File: src/bc123_pkg.sv
// ----------------------------------------------------------------------------
// BC1/BC2/BC3 block decoder package
// Format codes, texel transaction type and helpers shared by the decoder.
// ----------------------------------------------------------------------------
`default_nettype none

package bc123_pkg;

   localparam logic [1:0] FMT_BC1 = 2'd0;
   localparam logic [1:0] FMT_BC2 = 2'd1;
   localparam logic [1:0] FMT_BC3 = 2'd2;

   localparam int CH_RED   = 2;
   localparam int CH_GREEN = 1;
   localparam int CH_BLUE  = 0;

   // floor(x / d) == (x * RECIP) >> SHIFT over the ranges used here
   localparam logic [9:0]  RECIP_THIRD   = 10'd683;
   localparam int          SHIFT_THIRD   = 11;
   localparam logic [11:0] RECIP_SEVENTH = 12'd2341;
   localparam int          SHIFT_SEVENTH = 14;
   localparam logic [10:0] RECIP_FIFTH   = 11'd1639;
   localparam int          SHIFT_FIFTH   = 13;

   localparam logic [7:0] ALPHA_OPAQUE = 8'hFF;

   typedef logic [2:0][7:0] rgb_type;
   typedef logic [2:0][9:0] rgb_sum_type;

   typedef enum logic [2:0] {
      COLOR_E0,
      COLOR_E1,
      COLOR_THIRD_A,
      COLOR_THIRD_B,
      COLOR_HALF,
      COLOR_BLACK
   } color_sel_type;

   typedef enum logic [1:0] {
      ALPHA_DIRECT,
      ALPHA_DIV7,
      ALPHA_DIV5
   } alpha_sel_type;

   // one texel issued by the serializer
   typedef struct packed {
      logic        valid;
      logic [3:0]  index;
      logic        last;
      logic [1:0]  fmt;
      logic [15:0] color0;
      logic [15:0] color1;
      logic [1:0]  color_code;
      logic [2:0]  alpha_key;
      logic [3:0]  nibble;
      logic [7:0]  alpha0;
      logic [7:0]  alpha1;
   } texel_item_type;

   function automatic rgb_type widen565(input logic [15:0] c);
      rgb_type rgb;
      rgb[CH_RED]   = {c[15:11], 3'b000};
      rgb[CH_GREEN] = {c[10:5], 2'b00};
      rgb[CH_BLUE]  = {c[4:0], 3'b000};
      return rgb;
   endfunction

endpackage

`default_nettype wire

File: src/bc123_serializer.sv
// ----------------------------------------------------------------------------
// BC1/BC2/BC3 block serializer
// Holds one compressed block and issues its sixteen texels, one per cycle while advance is high.
// ----------------------------------------------------------------------------
`default_nettype none

module bc123_serializer (
   input  wire logic                      clock,
   input  wire logic                      reset,
   input  wire logic                      advance,
   input  wire logic [1:0]                format,
   input  wire logic                      req_valid,
   output logic                           req_stall,
   input  wire logic [63:0]               req_color_block,
   input  wire logic [63:0]               req_alpha_block,
   output bc123_pkg::texel_item_type      texel
);

   logic        busy_ff, busy_in;
   logic [3:0]  count_ff, count_in;
   logic [63:0] color_ff, color_in;
   logic [63:0] alpha_ff, alpha_in;
   logic [1:0]  fmt_ff, fmt_in;

   logic        take;
   logic        accept;
   logic [31:0] color_codes;
   logic [47:0] alpha_keys;
   logic [5:0]  alpha_pos;

   assign take      = advance && (!busy_ff || (count_ff == 4'd15));
   assign req_stall = !take;
   assign accept    = req_valid && take;

   always_comb begin
      busy_in  = busy_ff;
      count_in = count_ff;
      color_in = color_ff;
      alpha_in = alpha_ff;
      fmt_in   = fmt_ff;
      if (advance && busy_ff) begin
         count_in = count_ff + 4'd1;
         if (count_ff == 4'd15) begin
            busy_in = 1'b0;
         end
      end
      if (accept) begin
         busy_in  = 1'b1;
         count_in = 4'd0;
         color_in = req_color_block;
         alpha_in = req_alpha_block;
         fmt_in   = format;
      end
   end

   always_ff @(posedge clock) begin
      if (reset) begin
         busy_ff  <= 1'b0;
         count_ff <= 4'd0;
      end else begin
         busy_ff  <= busy_in;
         count_ff <= count_in;
      end
      color_ff <= color_in;
      alpha_ff <= alpha_in;
      fmt_ff   <= fmt_in;
   end

   assign color_codes = color_ff[63:32];
   assign alpha_keys  = alpha_ff[63:16];
   assign alpha_pos   = {1'b0, count_ff, 1'b0} + {2'b00, count_ff};

   always_comb begin
      texel.valid      = busy_ff;
      texel.index      = count_ff;
      texel.last       = (count_ff == 4'd15);
      texel.fmt        = fmt_ff;
      texel.color0     = color_ff[15:0];
      texel.color1     = color_ff[31:16];
      texel.color_code = color_codes[{count_ff, 1'b0} +: 2];
      texel.alpha_key  = alpha_keys[alpha_pos +: 3];
      texel.nibble     = alpha_ff[{count_ff, 2'b00} +: 4];
      texel.alpha0     = alpha_ff[7:0];
      texel.alpha1     = alpha_ff[15:8];
   end

endmodule

`default_nettype wire

File: src/bc123_texel_pipe.sv
// ----------------------------------------------------------------------------
// BC1/BC2/BC3 texel pipeline
// Three register stages: capture, endpoint sums, divide-and-select output.
// ----------------------------------------------------------------------------
`default_nettype none

module bc123_texel_pipe (
   input  wire logic                      clock,
   input  wire logic                      reset,
   input  wire bc123_pkg::texel_item_type texel,
   output logic                           advance,
   output logic                           rsp_valid,
   input  wire logic                      rsp_stall,
   output logic [3:0]                     rsp_texel_index,
   output logic [7:0]                     rsp_red,
   output logic [7:0]                     rsp_green,
   output logic [7:0]                     rsp_blue,
   output logic [7:0]                     rsp_alpha,
   output logic                           rsp_last
);

   // stage 1: captured texel
   bc123_pkg::texel_item_type s1_ff;

   // stage 2: sums and selections
   logic                     s2_valid_ff, s2_valid_in;
   logic [3:0]               s2_index_ff, s2_index_in;
   logic                     s2_last_ff, s2_last_in;
   bc123_pkg::rgb_type       s2_e0_ff, s2_e0_in;
   bc123_pkg::rgb_type       s2_e1_ff, s2_e1_in;
   bc123_pkg::rgb_sum_type   s2_sum_a_ff, s2_sum_a_in;
   bc123_pkg::rgb_sum_type   s2_sum_b_ff, s2_sum_b_in;
   bc123_pkg::rgb_type       s2_half_ff, s2_half_in;
   bc123_pkg::color_sel_type s2_csel_ff, s2_csel_in;
   bc123_pkg::alpha_sel_type s2_asel_ff, s2_asel_in;
   logic [7:0]               s2_adirect_ff, s2_adirect_in;
   logic [10:0]              s2_asum_ff, s2_asum_in;

   // stage 3: output register
   logic                     out_valid_ff, out_valid_in;
   logic [3:0]               out_index_ff, out_index_in;
   logic                     out_last_ff, out_last_in;
   bc123_pkg::rgb_type       out_rgb_ff, out_rgb_in;
   logic [7:0]               out_alpha_ff, out_alpha_in;

   logic                     four_color;
   logic                     eight_level;
   logic [2:0]               w0, w1;
   logic [8:0]               pair_sum;
   logic [19:0]              prod_a, prod_b;
   logic [22:0]              prod_seventh;
   logic [21:0]              prod_fifth;

   assign advance = !(out_valid_ff && rsp_stall);

   always_ff @(posedge clock) begin
      if (reset) begin
         s1_ff.valid <= 1'b0;
      end else if (advance) begin
         s1_ff.valid <= texel.valid;
      end
      if (advance) begin
         s1_ff.index      <= texel.index;
         s1_ff.last       <= texel.last;
         s1_ff.fmt        <= texel.fmt;
         s1_ff.color0     <= texel.color0;
         s1_ff.color1     <= texel.color1;
         s1_ff.color_code <= texel.color_code;
         s1_ff.alpha_key  <= texel.alpha_key;
         s1_ff.nibble     <= texel.nibble;
         s1_ff.alpha0     <= texel.alpha0;
         s1_ff.alpha1     <= texel.alpha1;
      end
   end

   always_comb begin
      s2_valid_in = s1_ff.valid;
      s2_index_in = s1_ff.index;
      s2_last_in  = s1_ff.last;
      s2_e0_in    = bc123_pkg::widen565(s1_ff.color0);
      s2_e1_in    = bc123_pkg::widen565(s1_ff.color1);
      four_color  = (s1_ff.fmt == bc123_pkg::FMT_BC2) || (s1_ff.fmt == bc123_pkg::FMT_BC3)
                    || (s1_ff.color0 > s1_ff.color1);
      pair_sum    = 9'd0;
      for (int ch = 0; ch < 3; ch++) begin
         s2_sum_a_in[ch] = {1'b0, s2_e0_in[ch], 1'b0} + {2'b00, s2_e1_in[ch]};
         s2_sum_b_in[ch] = {2'b00, s2_e0_in[ch]} + {1'b0, s2_e1_in[ch], 1'b0};
         pair_sum        = {1'b0, s2_e0_in[ch]} + {1'b0, s2_e1_in[ch]};
         s2_half_in[ch]  = pair_sum[8:1];
      end

      case (s1_ff.color_code)
         2'd0:    s2_csel_in = bc123_pkg::COLOR_E0;
         2'd1:    s2_csel_in = bc123_pkg::COLOR_E1;
         2'd2:    s2_csel_in = four_color ? bc123_pkg::COLOR_THIRD_A : bc123_pkg::COLOR_HALF;
         default: s2_csel_in = four_color ? bc123_pkg::COLOR_THIRD_B : bc123_pkg::COLOR_BLACK;
      endcase

      eight_level   = s1_ff.alpha0 > s1_ff.alpha1;
      w0            = 3'd0;
      w1            = 3'd0;
      s2_asel_in    = bc123_pkg::ALPHA_DIRECT;
      s2_adirect_in = bc123_pkg::ALPHA_OPAQUE;
      case (s1_ff.fmt)
         bc123_pkg::FMT_BC2: begin
            s2_adirect_in = {s1_ff.nibble, s1_ff.nibble};
         end
         bc123_pkg::FMT_BC3: begin
            case (s1_ff.alpha_key)
               3'd0: s2_adirect_in = s1_ff.alpha0;
               3'd1: s2_adirect_in = s1_ff.alpha1;
               default: begin
                  if (eight_level) begin
                     s2_asel_in = bc123_pkg::ALPHA_DIV7;
                     w0         = 3'd0 - s1_ff.alpha_key;
                     w1         = s1_ff.alpha_key - 3'd1;
                  end else if (s1_ff.alpha_key == 3'd6) begin
                     s2_adirect_in = 8'd0;
                  end else if (s1_ff.alpha_key == 3'd7) begin
                     s2_adirect_in = bc123_pkg::ALPHA_OPAQUE;
                  end else begin
                     s2_asel_in = bc123_pkg::ALPHA_DIV5;
                     w0         = 3'd6 - s1_ff.alpha_key;
                     w1         = s1_ff.alpha_key - 3'd1;
                  end
               end
            endcase
         end
         default: begin
            s2_adirect_in = bc123_pkg::ALPHA_OPAQUE;
         end
      endcase
      s2_asum_in = 11'(w0) * 11'(s1_ff.alpha0) + 11'(w1) * 11'(s1_ff.alpha1);
   end

   always_ff @(posedge clock) begin
      if (reset) begin
         s2_valid_ff <= 1'b0;
      end else if (advance) begin
         s2_valid_ff <= s2_valid_in;
      end
      if (advance) begin
         s2_index_ff   <= s2_index_in;
         s2_last_ff    <= s2_last_in;
         s2_e0_ff      <= s2_e0_in;
         s2_e1_ff      <= s2_e1_in;
         s2_sum_a_ff   <= s2_sum_a_in;
         s2_sum_b_ff   <= s2_sum_b_in;
         s2_half_ff    <= s2_half_in;
         s2_csel_ff    <= s2_csel_in;
         s2_asel_ff    <= s2_asel_in;
         s2_adirect_ff <= s2_adirect_in;
         s2_asum_ff    <= s2_asum_in;
      end
   end

   always_comb begin
      out_valid_in = s2_valid_ff;
      out_index_in = s2_index_ff;
      out_last_in  = s2_last_ff;
      prod_a       = 20'd0;
      prod_b       = 20'd0;
      for (int ch = 0; ch < 3; ch++) begin
         prod_a = 20'(s2_sum_a_ff[ch]) * 20'(bc123_pkg::RECIP_THIRD);
         prod_b = 20'(s2_sum_b_ff[ch]) * 20'(bc123_pkg::RECIP_THIRD);
         case (s2_csel_ff)
            bc123_pkg::COLOR_E0:      out_rgb_in[ch] = s2_e0_ff[ch];
            bc123_pkg::COLOR_E1:      out_rgb_in[ch] = s2_e1_ff[ch];
            bc123_pkg::COLOR_THIRD_A:
               out_rgb_in[ch] = prod_a[bc123_pkg::SHIFT_THIRD +: 8];
            bc123_pkg::COLOR_THIRD_B:
               out_rgb_in[ch] = prod_b[bc123_pkg::SHIFT_THIRD +: 8];
            bc123_pkg::COLOR_HALF:    out_rgb_in[ch] = s2_half_ff[ch];
            default:                  out_rgb_in[ch] = 8'd0;
         endcase
      end

      prod_seventh = 23'(s2_asum_ff) * 23'(bc123_pkg::RECIP_SEVENTH);
      prod_fifth   = 22'(s2_asum_ff) * 22'(bc123_pkg::RECIP_FIFTH);
      case (s2_asel_ff)
         bc123_pkg::ALPHA_DIV7: out_alpha_in = prod_seventh[bc123_pkg::SHIFT_SEVENTH +: 8];
         bc123_pkg::ALPHA_DIV5: out_alpha_in = prod_fifth[bc123_pkg::SHIFT_FIFTH +: 8];
         default:               out_alpha_in = s2_adirect_ff;
      endcase
   end

   always_ff @(posedge clock) begin
      if (reset) begin
         out_valid_ff <= 1'b0;
      end else if (advance) begin
         out_valid_ff <= out_valid_in;
      end
      if (advance) begin
         out_index_ff <= out_index_in;
         out_last_ff  <= out_last_in;
         out_rgb_ff   <= out_rgb_in;
         out_alpha_ff <= out_alpha_in;
      end
   end

   assign rsp_valid       = out_valid_ff;
   assign rsp_texel_index = out_index_ff;
   assign rsp_last        = out_last_ff;
   assign rsp_red         = out_rgb_ff[bc123_pkg::CH_RED];
   assign rsp_green       = out_rgb_ff[bc123_pkg::CH_GREEN];
   assign rsp_blue        = out_rgb_ff[bc123_pkg::CH_BLUE];
   assign rsp_alpha       = out_alpha_ff;

endmodule

`default_nettype wire

File: src/bc1_bc2_bc3_block_decoder.sv
// ----------------------------------------------------------------------------
// BC1/BC2/BC3 block decoder
// Decompresses one 4x4 S3TC block per request into sixteen RGBA8 texels.
// ----------------------------------------------------------------------------
// Usage:
//   Request channel (req_*): one transaction carries a compressed block, a
//   64-bit color half and a 64-bit alpha half.
//   Response channel (rsp_*): sixteen transactions per block, texel index 0
//   to 15 in raster order, rsp_last set on index 15.
//   csr_write_data selects the format (BC1, BC2, BC3; code 3 decodes as BC1);
//   write it only while no block is in flight. It is sampled per block.
//   Path: a request is registered in the serializer, then each texel passes the capture, sum and output registers.
//   Throughput: one texel per cycle while not stalled; the next block is
//   taken on the cycle the sixteenth texel of the current one issues, so
//   blocks stream gap-free.
//   Stall: rsp_stall with rsp_valid set freezes the whole pipeline, output register included;
//   nothing is dropped or repeated, and req_stall rises while frozen.
//   Reset (synchronous): clears all valid bits, the texel counter and the
//   format register (BC1).
// ----------------------------------------------------------------------------
`default_nettype none

module bc1_bc2_bc3_block_decoder (
   input  wire logic        clock,
   input  wire logic        reset,
   input  wire logic        csr_write_enable,
   input  wire logic [1:0]  csr_write_data,
   input  wire logic        req_valid,
   output logic             req_stall,
   input  wire logic [63:0] req_color_block,
   input  wire logic [63:0] req_alpha_block,
   output logic             rsp_valid,
   input  wire logic        rsp_stall,
   output logic [3:0]       rsp_texel_index,
   output logic [7:0]       rsp_red,
   output logic [7:0]       rsp_green,
   output logic [7:0]       rsp_blue,
   output logic [7:0]       rsp_alpha,
   output logic             rsp_last
);

   logic [1:0]                format_ff, format_in;
   logic                      advance;
   bc123_pkg::texel_item_type texel;

   always_comb begin
      format_in = format_ff;
      if (csr_write_enable) begin
         format_in = csr_write_data;
      end
   end

   always_ff @(posedge clock) begin
      if (reset) begin
         format_ff <= bc123_pkg::FMT_BC1;
      end else begin
         format_ff <= format_in;
      end
   end

   bc123_serializer u_serializer (
      .clock           (clock),
      .reset           (reset),
      .advance         (advance),
      .format          (format_ff),
      .req_valid       (req_valid),
      .req_stall       (req_stall),
      .req_color_block (req_color_block),
      .req_alpha_block (req_alpha_block),
      .texel           (texel)
   );

   bc123_texel_pipe u_texel_pipe (
      .clock           (clock),
      .reset           (reset),
      .texel           (texel),
      .advance         (advance),
      .rsp_valid       (rsp_valid),
      .rsp_stall       (rsp_stall),
      .rsp_texel_index (rsp_texel_index),
      .rsp_red         (rsp_red),
      .rsp_green       (rsp_green),
      .rsp_blue        (rsp_blue),
      .rsp_alpha       (rsp_alpha),
      .rsp_last        (rsp_last)
   );

endmodule

`default_nettype wire

File: config.mk
export PLATFORM = sky130hd
export DESIGN_NAME = bc1_bc2_bc3_block_decoder
export DESIGN_NICKNAME = d
export VERILOG_FILES = /design/src/bc123_pkg.sv /design/src/bc123_serializer.sv /design/src/bc123_texel_pipe.sv /design/src/bc1_bc2_bc3_block_decoder.sv
export SDC_FILE = /design/constraint.sdc
export NUM_CORES = 1
export LEC_CHECK = 0
export BUFFER_PORTS_ARGS = -buffer_cell sky130_fd_sc_hd__buf_4
export CAP_MARGIN = 10
export CORE_MARGIN = 3
export CORE_UTILIZATION = 57
export CTS_CLUSTER_SIZE = 25
export DETAILED_ROUTE_END_ITERATION = 8
export PLACE_DENSITY = 0.78
export SLEW_MARGIN = 0
export SYNTH_ARGS = -nofsm -noshare
export SYNTH_HDL_FRONTEND = slang
export SYNTH_HIERARCHICAL = 1
export SYNTH_SLANG_ARGS = --single-unit
File: constraint.sdc
create_clock -name clock -period 9.71 [get_ports clock]
set_input_delay 1.4565 -clock clock [delete_from_list [all_inputs] [get_ports clock]]
set_output_delay 1.4565 -clock clock [all_outputs]
set_load 0.01 [all_outputs]
# Yosys cells after proc, flatten, opt, wreduce, memory -nomap -nowiden
# Cells that the tools add are included.
# totals
regBits	386
input_bits	135
out_inout_bits	39
wordCells	139
# classes
n_addsub	15
multipliers	10
n_lt_le_gt_ge	2
n_eq_ne	14
n_shift	3
muxes	27
bitwise_logic	1
reduce_logical	20
# ops
op	n
8-bit case mux with 5 select lines	3
10-bit by 10-bit multiplier with 19-bit output, second input constant	6
64-bit by 7-bit variable part select with 4-bit output	1
8-bit case mux with 2 select lines	3
48-bit by 7-bit variable part select with 3-bit output	1
3-bit 2-to-1 mux	12
32-bit by 6-bit variable part select with 2-bit output	1
8-bit by 9-bit adder with 10-bit output	3
9-bit by 8-bit adder with 10-bit output	3
8-bit by 8-bit adder with 9-bit output	3
11-bit by 12-bit multiplier with 22-bit output, second input constant	1
3-bit by 8-bit multiplier with 11-bit output	2
11-bit by 11-bit multiplier with 21-bit output, second input constant	1
16-bit > comparator	1
8-bit 2-to-1 mux	2
11-bit adder	1
3-bit equality test, second input constant	3
3-bit case mux with 3 select lines	1
8-bit > comparator	1
5-bit by 4-bit adder with 6-bit output	1
2-bit by 1-bit equality test with 1-bit output, second input constant	3
2-bit equality test, second input constant	3
3-bit by 1-bit equality test with 1-bit output, second input constant	2
3-bit by 2-bit equality test with 1-bit output, second input constant	2
other kinds (18)	32

# Longest topological paths before layout
# Gate-level depths: netlist (run 1).
# logic_depth
word_depth	8
mapped_depth	26
mapped_depth_nobuf	25

# Cells and area by module
# The synthesis (run 1) kept the hierarchy.
# modules_own_cells
mod	n_inst	cells_each	area_each_um2	seq_area_each_um2
bc123_texel_pipe	1	2056	22287.6	6636.4
bc123_serializer	1	361	6516.2	4003.8
bc1_bc2_bc3_block_decoder	1	6	67.6	40.0

# Least setup slack after synthesis (run 1)
# Ideal clock, no wire load.
# synth_path
path_kind	in2reg
from	in rsp_stall
to	reg u_serializer.alpha_ff[0], enable pin
setup_time_ns	0.478
arrival_time_ns	9.657
required_time_ns	9.232
setup_slack_ns	-0.425
cell_stages	3
path_buffers	0
path_cell_list	nand2_1 nand3_1 inv_1
# synth_between
elab_chain_len	4
# synth_lines
item	line	rtl
start, declared	bc1_bc2_bc3_block_decoder.sv:33	input wire logic rsp_stall,
1-bit logical AND	bc123_texel_pipe.sv:54	assign advance = !(out_valid_ff && rsp_stall);
1-bit zero test	bc123_texel_pipe.sv:54	
1-bit logical AND	bc123_serializer.sv:31	assign take = advance && (!busy_ff || (count_ff == 4'd15));
1-bit logical AND	bc123_serializer.sv:33	assign accept = req_valid && take;
named net u_serializer.accept	bc123_serializer.sv:26	logic accept;
end signal, assigned	bc123_serializer.sv:65	alpha_ff <= alpha_in;
end, declared	bc123_serializer.sv:22	logic [63:0] alpha_ff, alpha_in;
# The timed path passes the listed nets, and every way through them passes these cells.
# A chain may end at the register's enable or synchronous reset.

# Worst setup path in the final report (run 1)
# layout_path
from	reg u_texel_pipe/s1_ff[20] in the netlist's numbering
to	reg u_texel_pipe.s2_asum_ff[10], data pin
# layout_between
elab_chain_len	8
word_cells_on_any_way	21
classes_between	add/sub: 4; mul: 2; eq/ne: 3; mux: 10; reduce/logical: 2
# layout_lines
item	line	rtl
start, declared	bc123_texel_pipe.sv:23	bc123_pkg::texel_item_type s1_ff;
3-bit subtractor (tied with other cells)	bc123_texel_pipe.sv:123	w0 = 3'd6 - s1_ff.alpha_key;
3-bit 2-to-1 mux	bc123_texel_pipe.sv:119	end else if (s1_ff.alpha_key == 3'd7) begin
3-bit 2-to-1 mux	bc123_texel_pipe.sv:117	end else if (s1_ff.alpha_key == 3'd6) begin
3-bit 2-to-1 mux	bc123_texel_pipe.sv:113	if (eight_level) begin
3-bit 2-to-1 mux	bc123_texel_pipe.sv:109	case (s1_ff.alpha_key)
3-bit 2-to-1 mux	bc123_texel_pipe.sv:104	case (s1_ff.fmt)
3-bit by 8-bit multiplier with 11-bit output	bc123_texel_pipe.sv:133	s2_asum_in = 11'(w0) * 11'(s1_ff.alpha0) + 11'(w1) * 11'(s1_ff.alpha1);
11-bit adder (*)	bc123_texel_pipe.sv:133	
named net u_texel_pipe.s2_asum_in[10]	bc123_texel_pipe.sv:37	logic [10:0] s2_asum_ff, s2_asum_in;
end signal, assigned	bc123_texel_pipe.sv:153	s2_asum_ff <= s2_asum_in;
end, declared	bc123_texel_pipe.sv:37	
# Mark *: on every way through the listed nets, which the timed path passes. The rest lies on a longest branch.

==> run_results.csv, run 1 <==
group,metric,value,unit
setup_path,cp_slowest_cell,"edfxtp_1",
sta,finalHoldViolCount,0,
placement,dp_hpwl,46.9,mm
routing,vias_per_cell,5.64,
sta,fmax,0.150,GHz
setup_path,cp.arrival,6.98,ns
clock_tree,clk_pin_slew_worst_paths,0.06,ns
setup_path,cpPeakStageDelay,0.62,ns
sta,rsz0062_at_grt,"no",
clock_tree,cts_made_buffers,39,
routing,wl,59.4,mm
synth,synth_edf_count,349,
power_and_ir_drop,p_leak,0.0152,uW
routing,wl_met2,28.8,mm
clock_tree,cts_resized,0,
synth,synth.net_count,3229,
global_route,grt_pass1_wl,98.3,mm
synth,yosysSeqAreaShare,37.0,%
synth,synth-async-reset-ratio,0,%
sta,setup_violations,0,
power_and_ir_drop,irDropWorstVdd,0.193,mV
synth,synth_top_area_share,36.3,%
synth,ys_types,71,
sta,worst_slew_pin_slew,1.15,ns
routing,firstDrtPassIters,5,
floorplan,row_count,81,
clock_tree,cts-hold-fix-buffers,0,
finish,diodes,0,
routing,met3_length,3.24,mm
setup_path,critPathMaxFanout,16,
routing,wl_met1,25.6,mm
global_route,antenna_found_initial,0,
synth,yosysMostFrequentCell,"ha_1",
placement,place_congestion,0.940,
finish,nets,3362,
floorplan,start_util,58.4,%
run,maxCapViolCount,0,
routing,drtAntennaViolNets,0,
global_route,grt_pass1_vias,19455,
synth,synth_flop_cell,"edfxtp_1",
clock_tree,cts_setup_buffers,0,
routing,drcViolationCount,0,
global_route,grt-ovfl-total,0,
power_and_ir_drop,p_sw,4350,uW
setup_path,worstSetupStartpointType,"flop",
status,outcome,"complete, no violations",
setup_path,endpoint_kind,"flop",
synth,synth_common_cells,"521 x ha_1, 428 x inv_1, 349 x edfxtp_1",
setup_path,crit_chain,"inv_1 -> ha_1 -> ha_1 -> nor2_1 -> nand2_1 -> o21bai_1 -> nor2_1 -> nand2_1 -> fa_1 -> fa_1 -> inv_1 -> fa_1 -> ha_1 -> fa_1 -> a21oi_1 -> nor2_1 -> nor2_1 -> o21bai_1 -> a21oi_1 -> o21bai_1 -> a21oi_1 -> xnor2_1",
sta,min_period,6.68,ns
setup_path,crit_family,"adder cells",
sta,maxSlewHeadroom,23.1,%
clock_tree,clock_sinks,359,
synth,ys_ff_latch,359,
sta,hold_ws,0.413,ns
routing,wl_per_cell,18.3,um
power_and_ir_drop,seqPwrFrac,21.8,%
sta,maxSlewViolCount,0,
synth,yosys_warnings,6,
floorplan,core_area,49500,sq um
sta,fin_setup_tns,0,ns
worst_hold_path,hp-class,"reg -> reg",
finish,drive_gt1_share,12.6,%
setup_path,crit_type,"reg -> reg",
synth,synth_top_cell_by_area,"edfxtp_1",
power_and_ir_drop,swShare,43.8,%
power_and_ir_drop,clkPwrFrac,15.1,%
clock_tree,insertion_delay,0.56,ns
power_and_ir_drop,combPwrFrac,63.1,%
routing,vias,18348,
synth,synthTopCellsByArea,"edfxtp_1 36%, ha_1 23%, fa_1 10%",
sta,clock_skew,0.0211,ns
global_route,grt_max_degree,151,
clock_tree,htree_num_levels,2,
synth,synth.cell_area,28900,sq um
power_and_ir_drop,p_int,5580,uW
floorplan,ios,174,
routing,drtIter0Drc,1182,
global_route,grtUsageTotal,22.9,%
finish,areaGrowthSynthToFinish,10.2,%
power_and_ir_drop,powerDensity,312,nW/um^2
clock_tree,cts_tree,"built",
floorplan,die_h,231,um
synth,avgSynthCellArea,11.9,sq um
placement,io_buffers,173,
setup_path,crit_buf_inv,2,
routing,top_layer_used,"met4",
floorplan,dieArea,53400,sq um
clock_tree,clk_path_buf_depth,3,
synth,syn_inst,2423,
floorplan,die_w,231,um
clock_tree,cts_root_buffer,"clkbuf_16",
setup_path,crit_required,10.01,ns
sta,finalCritPeriodShare,68.8,%
## registers in the layout, summed over array words and instances (netlist names), 3 cells and up
signal / cells
u_texel_pipe/s2_csel_ff: 3
u_texel_pipe/rsp_red: 8
u_texel_pipe/s2_e0_ff: 16
u_serializer/count_ff: 4
u_texel_pipe/out_index_in: 4
u_texel_pipe/rsp_alpha: 8
u_texel_pipe/s2_sum_b_ff: 19
u_texel_pipe/s2_asum_ff: 11
u_texel_pipe/s2_e1_ff: 16
u_texel_pipe/s2_half_ff: 19
u_serializer/color_ff: 64
u_texel_pipe/rsp_green: 8
u_texel_pipe/s2_sum_a_ff: 19
u_texel_pipe/s2_adirect_ff: 8
u_texel_pipe/s1_ff: 59
u_texel_pipe/s2_index_in: 4
u_texel_pipe/rsp_texel_index: 4
u_texel_pipe/rsp_blue: 8
u_serializer/alpha_ff: 64
## logic make-up (layout without fill, tap and decap cells)
| logic type | after synthesis | in the layout | synth area share, % |
|---|---|---|---|
| AND/OR/NAND/NOR | 340 | 340 | 5.63 |
| flip-flops | 359 | 359 | 37.0 |
| adder cells (fa/ha/maj) | 671 | 671 | 33.0 |
| XOR/XNOR | 122 | 122 | 3.70 |
| multiplexers | 97 | 97 | 6.01 |
| buffers and inverters | 520 | 684 | 7.61 |
| AO/OA/AOI/OAI | 314 | 314 | 7.08 |
## power groups by stage
stage                     Clock (uW)  Combinational [uW]  Sequential, uW
after global placement             0                5900            2190
after global routing            1600                7230            2190
after detailed placement           0                6210            2200
final                           1500                6260            2160
after floorplan                    0                4690            2130
after CTS                       1540                6300            2160
## placed cells by master, fill, tap and decap left out, types with 8 or more instances in the layout
cell,count
nand2_1,75
a211oi_1,8
nor3_1,28
o21ai_1,31
a21o_1,34
xnor2_1,79
clkinv_2,9
nor2_1,101
or3_1,10
nand2b_1,9
mux2i_1,33
o21a_1,12
fa_1,150
clkbuf_16,39
ha_1,521
a22o_1,9
inv_1,427
nor2b_1,23
and2_1,28
inv_6,9
nand3_1,32
nand4_1,16
a22oi_1,11
xor2_1,42
o21ai_0,12
o22ai_1,12
edfxtp_1,349
dfxtp_1,9
a21oi_1,114
mux4_2,58
o21bai_1,17
buf_4,182
## path summary, 6_finish.rpt
| check | from | end | slack [ns] | cells past startpoint |
|---|---|---|---|---|
| worst max-delay path | u_texel_pipe/s1_ff[20] | u_texel_pipe/s2_asum_ff[10] | 3.03 | 22 |
| worst min-delay path | u_serializer/color_ff[13] | u_texel_pipe/s1_ff[54] | 0.41 | 0 |
| worst max register to register | u_texel_pipe/s1_ff[20] | u_texel_pipe/s2_asum_ff[10] | 3.03 | 22 |
| worst min register to register | u_serializer/color_ff[13] | u_texel_pipe/s1_ff[54] | 0.41 | 0 |
## worst register-to-register path: cells and delay by family (launching register included)
family          cells  cell delay (ns)
xor+xnor            1             0.08
buf+inv             2             0.26
flops               1             0.62
simple gates        6             1.58
fa+ha+maj           7             2.67
compound gates      6             1.21
## area by class of cell
| cell class | instances | area, sq um |
|---|---|---|
| Tap cell | 664 | 831 |
| Clock inverter | 31 | 307 |
| Sequential cell | 359 | 10700 |
| Clock buffer | 41 | 983 |
| Fill cell | 3782 | 17700 |
| Multi-Input combinational cell | 1544 | 16000 |
| Timing Repair Buffer | 182 | 1370 |
| Inverter | 430 | 1620 |
## routing by layer
| metal | vias to the layer above | track usage [%] |
|---|---|---|
| met3 | 123 | 3.95 |
| met2 | 527 | 38.8 |
| met5 | - | 0 |
| met1 | 8952 | 30.3 |
| met4 | 0 | 6.88 |
| li1 | 8746 | - |
## stage by stage
stage | instances | power, uW | setup slack (ns) | area (sq um) | util (%)
after floorplan | 2423 | 6820 | 2.00 | 28900 | -
after global placement | 3179 | 8090 | 3.29 | 30500 | 61.7
after detailed placement | 3179 | 8410 | 3.05 | 30500 | 61.7
after CTS | 3251 | 10000 | 3.06 | 31800 | 64.3
after global routing | 3251 | 11000 | 2.59 | 31800 | 64.3
final | 3251 | 9930 | 3.03 | 31800 | 64.3
Note: power is estimated with default switching activity, not from simulation.
==> run 2, diff against run 1 <==
--- a/config.mk
+++ b/config.mk
@@ -8,10 +8,10 @@
 export BUFFER_PORTS_ARGS = -buffer_cell sky130_fd_sc_hd__buf_4
 export CAP_MARGIN = 10
 export CORE_MARGIN = 3
-export CORE_UTILIZATION = 57
+export CORE_UTILIZATION = 60
 export CTS_CLUSTER_SIZE = 25
 export DETAILED_ROUTE_END_ITERATION = 8
-export PLACE_DENSITY = 0.78
+export PLACE_DENSITY = 0.79
 export SLEW_MARGIN = 0
 export SYNTH_ARGS = -nofsm -noshare
 export SYNTH_HDL_FRONTEND = slang
==> constraint.sdc (replaced) <==
create_clock -name clock -period 6.9 [get_ports clock]
set_input_delay 1.035 -clock clock [delete_from_list [all_inputs] [get_ports clock]]
set_output_delay 1.035 -clock clock [all_outputs]
set_load 0.01 [all_outputs]
==> run_results.csv, run 2 (synthesis results as in run 1) <==
group,metric,value,unit
clock_tree,clk_path_buf_depth,3,
floorplan,die_h,225,um
sta,fin_setup_tns,0,ns
setup_path,r2r_slack,0.84,ns
setup_path,crit_chain,"ha_1 -> nor2b_1 -> o21a_1 -> o21ai_1 -> a21oi_1 -> o22a_1 -> o21bai_1 -> buf_4 -> nor2_1 -> nand2_1 -> fa_1 -> fa_1 -> inv_1 -> fa_1 -> ha_1 -> fa_1 -> a21oi_1 -> nor2_1 -> nor2_1 -> o21bai_1 -> a21oi_1 -> o21bai_1 -> a21oi_1 -> xnor2_1",
sta,finalCritPeriodShare,87.8,%
global_route,grt_pass1_vias,19136,
placement,io_buffers,173,
floorplan,dieArea,50800,sq um
setup_path,cpPeakStageDelay,0.55,ns
power_and_ir_drop,irDropWorstVdd,0.262,mV
finish,final_cell_mix,"521 x ha_1, 427 x inv_1, 349 x edfxtp_1, 184 x buf_4, 150 x fa_1",
routing,drcViolationCount,0,
setup_path,endpoint_kind,"flop",
routing,wl,58.1,mm
sta,rsz0062_at_grt,"no",
sta,finalHoldViolCount,0,
floorplan,die_w,225,um
sta,maxSlewViolCount,0,
clock_tree,cts_resized,0,
global_route,grt_max_degree,96,
setup_path,crit_type,"reg -> reg",
status,outcome,"complete, no violations",
setup_path,timing.rr.start,"u_texel_pipe/s1_ff[9]",
placement,place_congestion,0.933,
setup_path,cp.arrival,6.35,ns
sta,fmax,0.165,GHz
floorplan,core_area,47100,sq um
setup_path,r2r-end,"u_texel_pipe/s2_asum_ff[10]",
global_route,grt-ovfl-total,0,
power_and_ir_drop,powerDensity,434,nW/um^2
finish,fin_util,67.4,%
clock_tree,cts_setup_buffers,0,
sta,maxSlewHeadroom,23.3,%
run,maxCapViolCount,0,
worst_hold_path,whs_endpoint,"u_texel_pipe/s1_ff[51]",
finish,final_common_cell,"ha_1",
power_and_ir_drop,p_sw,6010,uW
routing,drtIter0Drc,1129,
power_and_ir_drop,swShare,43.6,%
global_route,antenna_found_initial,1,
sta,setup_violations,0,
floorplan,ios,174,
power_and_ir_drop,seqPwrFrac,22.0,%
clock_tree,cts_root_buffer,"clkbuf_16",
floorplan,row_count,79,
routing,drtAntennaViolNets,0,
setup_path,cp_slowest_cell,"fa_1",
power_and_ir_drop,combPwrFrac,63.7,%
clock_tree,htree_num_levels,2,
clock_tree,cts-hold-fix-buffers,0,
finish,largestRegisters,"u_serializer/alpha_ff x64, u_serializer/color_ff x64, u_texel_pipe/s1_ff x59",
finish,drive_gt1_share,12.3,%
worst_hold_path,holdCritStartpoint,"u_serializer/color_ff[10]",
finish,nets,3363,
clock_tree,clock_sinks,359,
sta,finalWorstSetupSlack,0.840,ns
placement,dp_cells,3125,
setup_path,crit_start,"u_texel_pipe/s1_ff[9]",
floorplan,start_util,61.4,%
clock_tree,insertion_delay,0.56,ns
setup_path,critPathMaxFanout,9,
sta,clock_skew,0.0287,ns
routing,vias,18058,
finish,final_cells,3193,
power_and_ir_drop,clkPwrFrac,14.3,%
global_route,grt_pass1_wl,96.1,mm
global_route,grtUsageTotal,23.6,%
clock_tree,clk_pin_slew_worst_paths,0.06,ns
finish,areaGrowthSynthToFinish,9.78,%
sta,min_period,6.06,ns
routing,vias_per_cell,5.66,
worst_hold_path,hp-class,"reg -> reg",
clock_tree,cts_tree,"built",
power_and_ir_drop,p_leak,0.0151,uW
placement,dp_hpwl,46.4,mm
setup_path,rr_worst_depth,24,
setup_path,worstSetupStartpointType,"flop",
clock_tree,cts_made_buffers,37,
placement,pre_cts_slack,0.911,ns
routing,firstDrtPassIters,5,
setup_path,crit_required,7.19,ns
routing,wl_per_cell,18.2,um
power_and_ir_drop,p_int,7760,uW
sta,worst_slew_pin_slew,1.15,ns
worst_hold_path,holdPathStages,0,
## run 2: layer usage
layer | global-route usage, % | up-vias | share of wire (%)
met5 | 0 | - | 0
met3 | 4.32 | 93 | 5.9
met4 | 5.64 | 0 | 2.1
li1 | - | 8723 | -
met2 | 39.5 | 492 | 48
met1 | 32.2 | 8750 | 44
## run 2: layout make-up
cell class | instances | area [sq um]
antenna | 1 | 2.50
clock buffer | 46 | 980
clock inverter | 21 | 231
fill | 3401 | 15400
inverter | 430 | 1620
multi-input combinational | 1544 | 16000
sequential | 359 | 10700
tap | 607 | 759
timing repair buffer | 185 | 1400
## run 2: worst max-delay path, delay by kind of cell (launching register included)
family / cells / cell delay (ns)
buffers and inverters: 2 / 0.31
AO/OA/AOI/OAI: 10 / 1.97
flip-flops: 1 / 0.48
AND/OR/NAND/NOR: 5 / 0.52
adder cells (fa/ha/maj): 6 / 2.42
XOR/XNOR: 1 / 0.08
## run 2: how the worst max path moves through the flow
stage                                  endpoint  slack (ns)  cells after the start
finish              u_texel_pipe/s2_asum_ff[10]        0.84                     24
global route        u_texel_pipe/s2_asum_ff[10]        0.49                     25
CTS                 u_texel_pipe/s2_asum_ff[10]        0.87                     25
detailed placement  u_texel_pipe/s2_asum_ff[10]        0.91                     24
global placement    u_texel_pipe/s2_asum_ff[10]        0.96                     25
floorplan              u_serializer/alpha_ff[0]        0.46                      3
## run 2: power by group through the flow
stage	sequential (uW)	combinational, uW	clock, uW
4_1_cts	3030	8830	2020
3_5_place_dp	3070	8710	0
3_3_place_gp	3060	8300	0
6_report	3030	8760	1970
2_1_floorplan	2990	6600	0
5_1_grt	3060	10100	2110
## run 2: metrics by stage
| step | hold WS, ns | area (sq um) | total power (uW) |
|---|---|---|---|
| final | 0.418 | 31700 | 13800 |
| after global routing | 0.423 | 31700 | 15300 |
| after CTS | 0.419 | 31700 | 13900 |
| after detailed placement | 0.405 | 30500 | 11800 |
| after global placement | 0.402 | 30500 | 11400 |
| after floorplan | 0.400 | 28900 | 9590 |
==> run 3, diff against run 2 <==
--- a/config.mk
+++ b/config.mk
@@ -8,10 +8,11 @@
 export BUFFER_PORTS_ARGS = -buffer_cell sky130_fd_sc_hd__buf_4
 export CAP_MARGIN = 10
 export CORE_MARGIN = 3
-export CORE_UTILIZATION = 60
+export CORE_UTILIZATION = 35
 export CTS_CLUSTER_SIZE = 25
 export DETAILED_ROUTE_END_ITERATION = 8
-export PLACE_DENSITY = 0.79
+export HOLD_SLACK_MARGIN = 0.15
+export PLACE_DENSITY = 0.61
 export SLEW_MARGIN = 0
 export SYNTH_ARGS = -nofsm -noshare
 export SYNTH_HDL_FRONTEND = slang
==> run_results.csv, run 3 (synthesis results as in run 1) <==
group,metric,value,unit
global_route,grt_pass1_vias,19587,
global_route,grt_pass1_wl,102,mm
run,maxCapViolCount,0,
sta,rsz0062_at_grt,"no",
setup_path,cp.arrival,6.44,ns
floorplan,die_h,293,um
floorplan,row_count,104,
routing,vias_per_cell,4.92,
routing,wl,62.1,mm
routing,drcViolationCount,0,
finish,largestRegisters,"u_serializer/alpha_ff x64, u_serializer/color_ff x64, u_texel_pipe/s1_ff x59",
sta,setup_violations,0,
global_route,grt_max_degree,91,
clock_tree,cts_setup_buffers,0,
sta,fmax,0.163,GHz
sta,clock_skew,0.0249,ns
finish,drive_gt1_share,12.7,%
setup_path,crit_required,7.21,ns
placement,place_congestion,0.854,
routing,wl_per_cell,17.0,um
floorplan,ios,174,
status,outcome,"complete, no violations",
clock_tree,cts_root_buffer,"clkbuf_16",
setup_path,crit_chain,"inv_1 -> ha_1 -> ha_1 -> nor2_1 -> buf_4 -> nand3_1 -> nor2_1 -> a31oi_1 -> a21oi_1 -> nand2_1 -> fa_1 -> fa_1 -> inv_1 -> fa_1 -> ha_1 -> fa_1 -> a21oi_1 -> nor2_1 -> nor2_1 -> o21bai_1 -> a21oi_1 -> o21bai_1 -> a21oi_1 -> xnor2_1",
power_and_ir_drop,p_leak,0.0152,uW
power_and_ir_drop,powerDensity,431,nW/um^2
floorplan,die_w,293,um
placement,io_buffers,173,
clock_tree,insertion_delay,0.57,ns
finish,final_common_cell,"ha_1",
routing,drtIter0Drc,816,
finish,diodes,0,
routing,vias,18008,
clock_tree,cts_resized,0,
setup_path,worstSetupStartpointType,"flop",
sta,finalCritPeriodShare,88.9,%
finish,areaGrowthSynthToFinish,12.2,%
setup_path,crit_type,"reg -> reg",
global_route,grtUsageTotal,14.7,%
setup_path,cp_slowest_cell,"edfxtp_1",
clock_tree,cts_made_buffers,42,
routing,drtAntennaViolNets,0,
sta,worst_slew_pin_slew,0.976,ns
setup_path,cpPeakStageDelay,0.61,ns
global_route,grt-ovfl-total,0,
power_and_ir_drop,irDropWorstVdd,0.237,mV
setup_path,endpoint_kind,"flop",
finish,nets,3372,
finish,fin_util,39.9,%
floorplan,start_util,35.6,%
routing,firstDrtPassIters,5,
finish,final_cell_mix,"521 x ha_1, 427 x inv_1, 349 x edfxtp_1, 189 x buf_4, 150 x fa_1",
clock_tree,cts-hold-fix-buffers,0,
sta,fin_setup_tns,0,ns
clock_tree,clk_pin_slew_worst_paths,0.07,ns
sta,min_period,6.13,ns
sta,finalWorstSetupSlack,0.765,ns
clock_tree,clk_path_buf_depth,3,
placement,dp_hpwl,49.7,mm
clock_tree,htree_num_levels,2,
sta,maxSlewHeadroom,34.9,%
setup_path,critPathMaxFanout,12,
clock_tree,clock_sinks,359,
power_and_ir_drop,power,14000,uW
worst_hold_path,hp-class,"reg -> reg",
placement,pre_cts_slack,0.758,ns
floorplan,dieArea,86000,sq um
floorplan,core_area,81100,sq um
global_route,antenna_found_initial,2,
clock_tree,cts_tree,"built",
sta,maxSlewViolCount,0,
sta,finalHoldViolCount,0,
## run 3: cell types whose count changed in the layout (fill, tap and decap cells not counted), sizes merged
cell      change
clkinv       +12
buf           +4
clkinvlp      -4
clkbuf        +2
diode         -1
inv           +1
## run 3: cell type report
type | count | area [sq um]
clock inverter | 30 | 246
inverter | 430 | 1620
timing repair buffer | 189 | 1420
tap | 1060 | 1330
clock buffer | 48 | 1070
sequential | 359 | 10700
fill | 7636 | 48700
multi-input combinational | 1544 | 16000
## run 3: final timing paths
kind	from	end	slack (ns)	depth (start not counted)
setup reg to reg	u_texel_pipe/s1_ff[20]	u_texel_pipe/s2_asum_ff[10]	0.77	24
hold / removal	u_serializer/fmt_ff[0]	u_texel_pipe/s1_ff[57]	0.41	0
setup / recovery	u_texel_pipe/s1_ff[20]	u_texel_pipe/s2_asum_ff[10]	0.77	24
hold reg to reg	u_serializer/fmt_ff[0]	u_texel_pipe/s1_ff[57]	0.41	0
## run 3: metal layers
metal	up-vias	GRT usage, %	wire (um)
met3	96	2.71	3040
li1	8744	-	-
met1	8801	19.0	27700
met2	363	25.5	30000
met4	4	3.80	1320
met5	-	0	34
## run 3: through the flow
| step | std cells | hold slack [ns] | cell area (sq um) |
|---|---|---|---|
| after floorplan | 2423 | 0.400 | 28900 |
| after global placement | 3582 | 0.401 | 31100 |
| after detailed placement | 3582 | 0.405 | 31100 |
| after CTS | 3660 | 0.395 | 32400 |
| after global routing | 3660 | 0.406 | 32400 |
| final | 3660 | 0.410 | 32400 |
## run 3: worst max-delay path, delay by kind of cell (launching register included)
family | cells | cell delay, ns
fa+ha+maj | 7 | 2.69
compound gates | 7 | 1.30
flops | 1 | 0.61
simple gates | 6 | 0.75
xor+xnor | 1 | 0.09
buf+inv | 3 | 0.43
## run 3: where the power goes
part / internal (uW) / leakage, uW / switching (uW)
sequential: 2760 / 0.00371 / 266
clock: 1210 / 0.000653 / 925
combinational: 3860 / 0.0109 / 4930
total: 7840 / 0.0152 / 6120
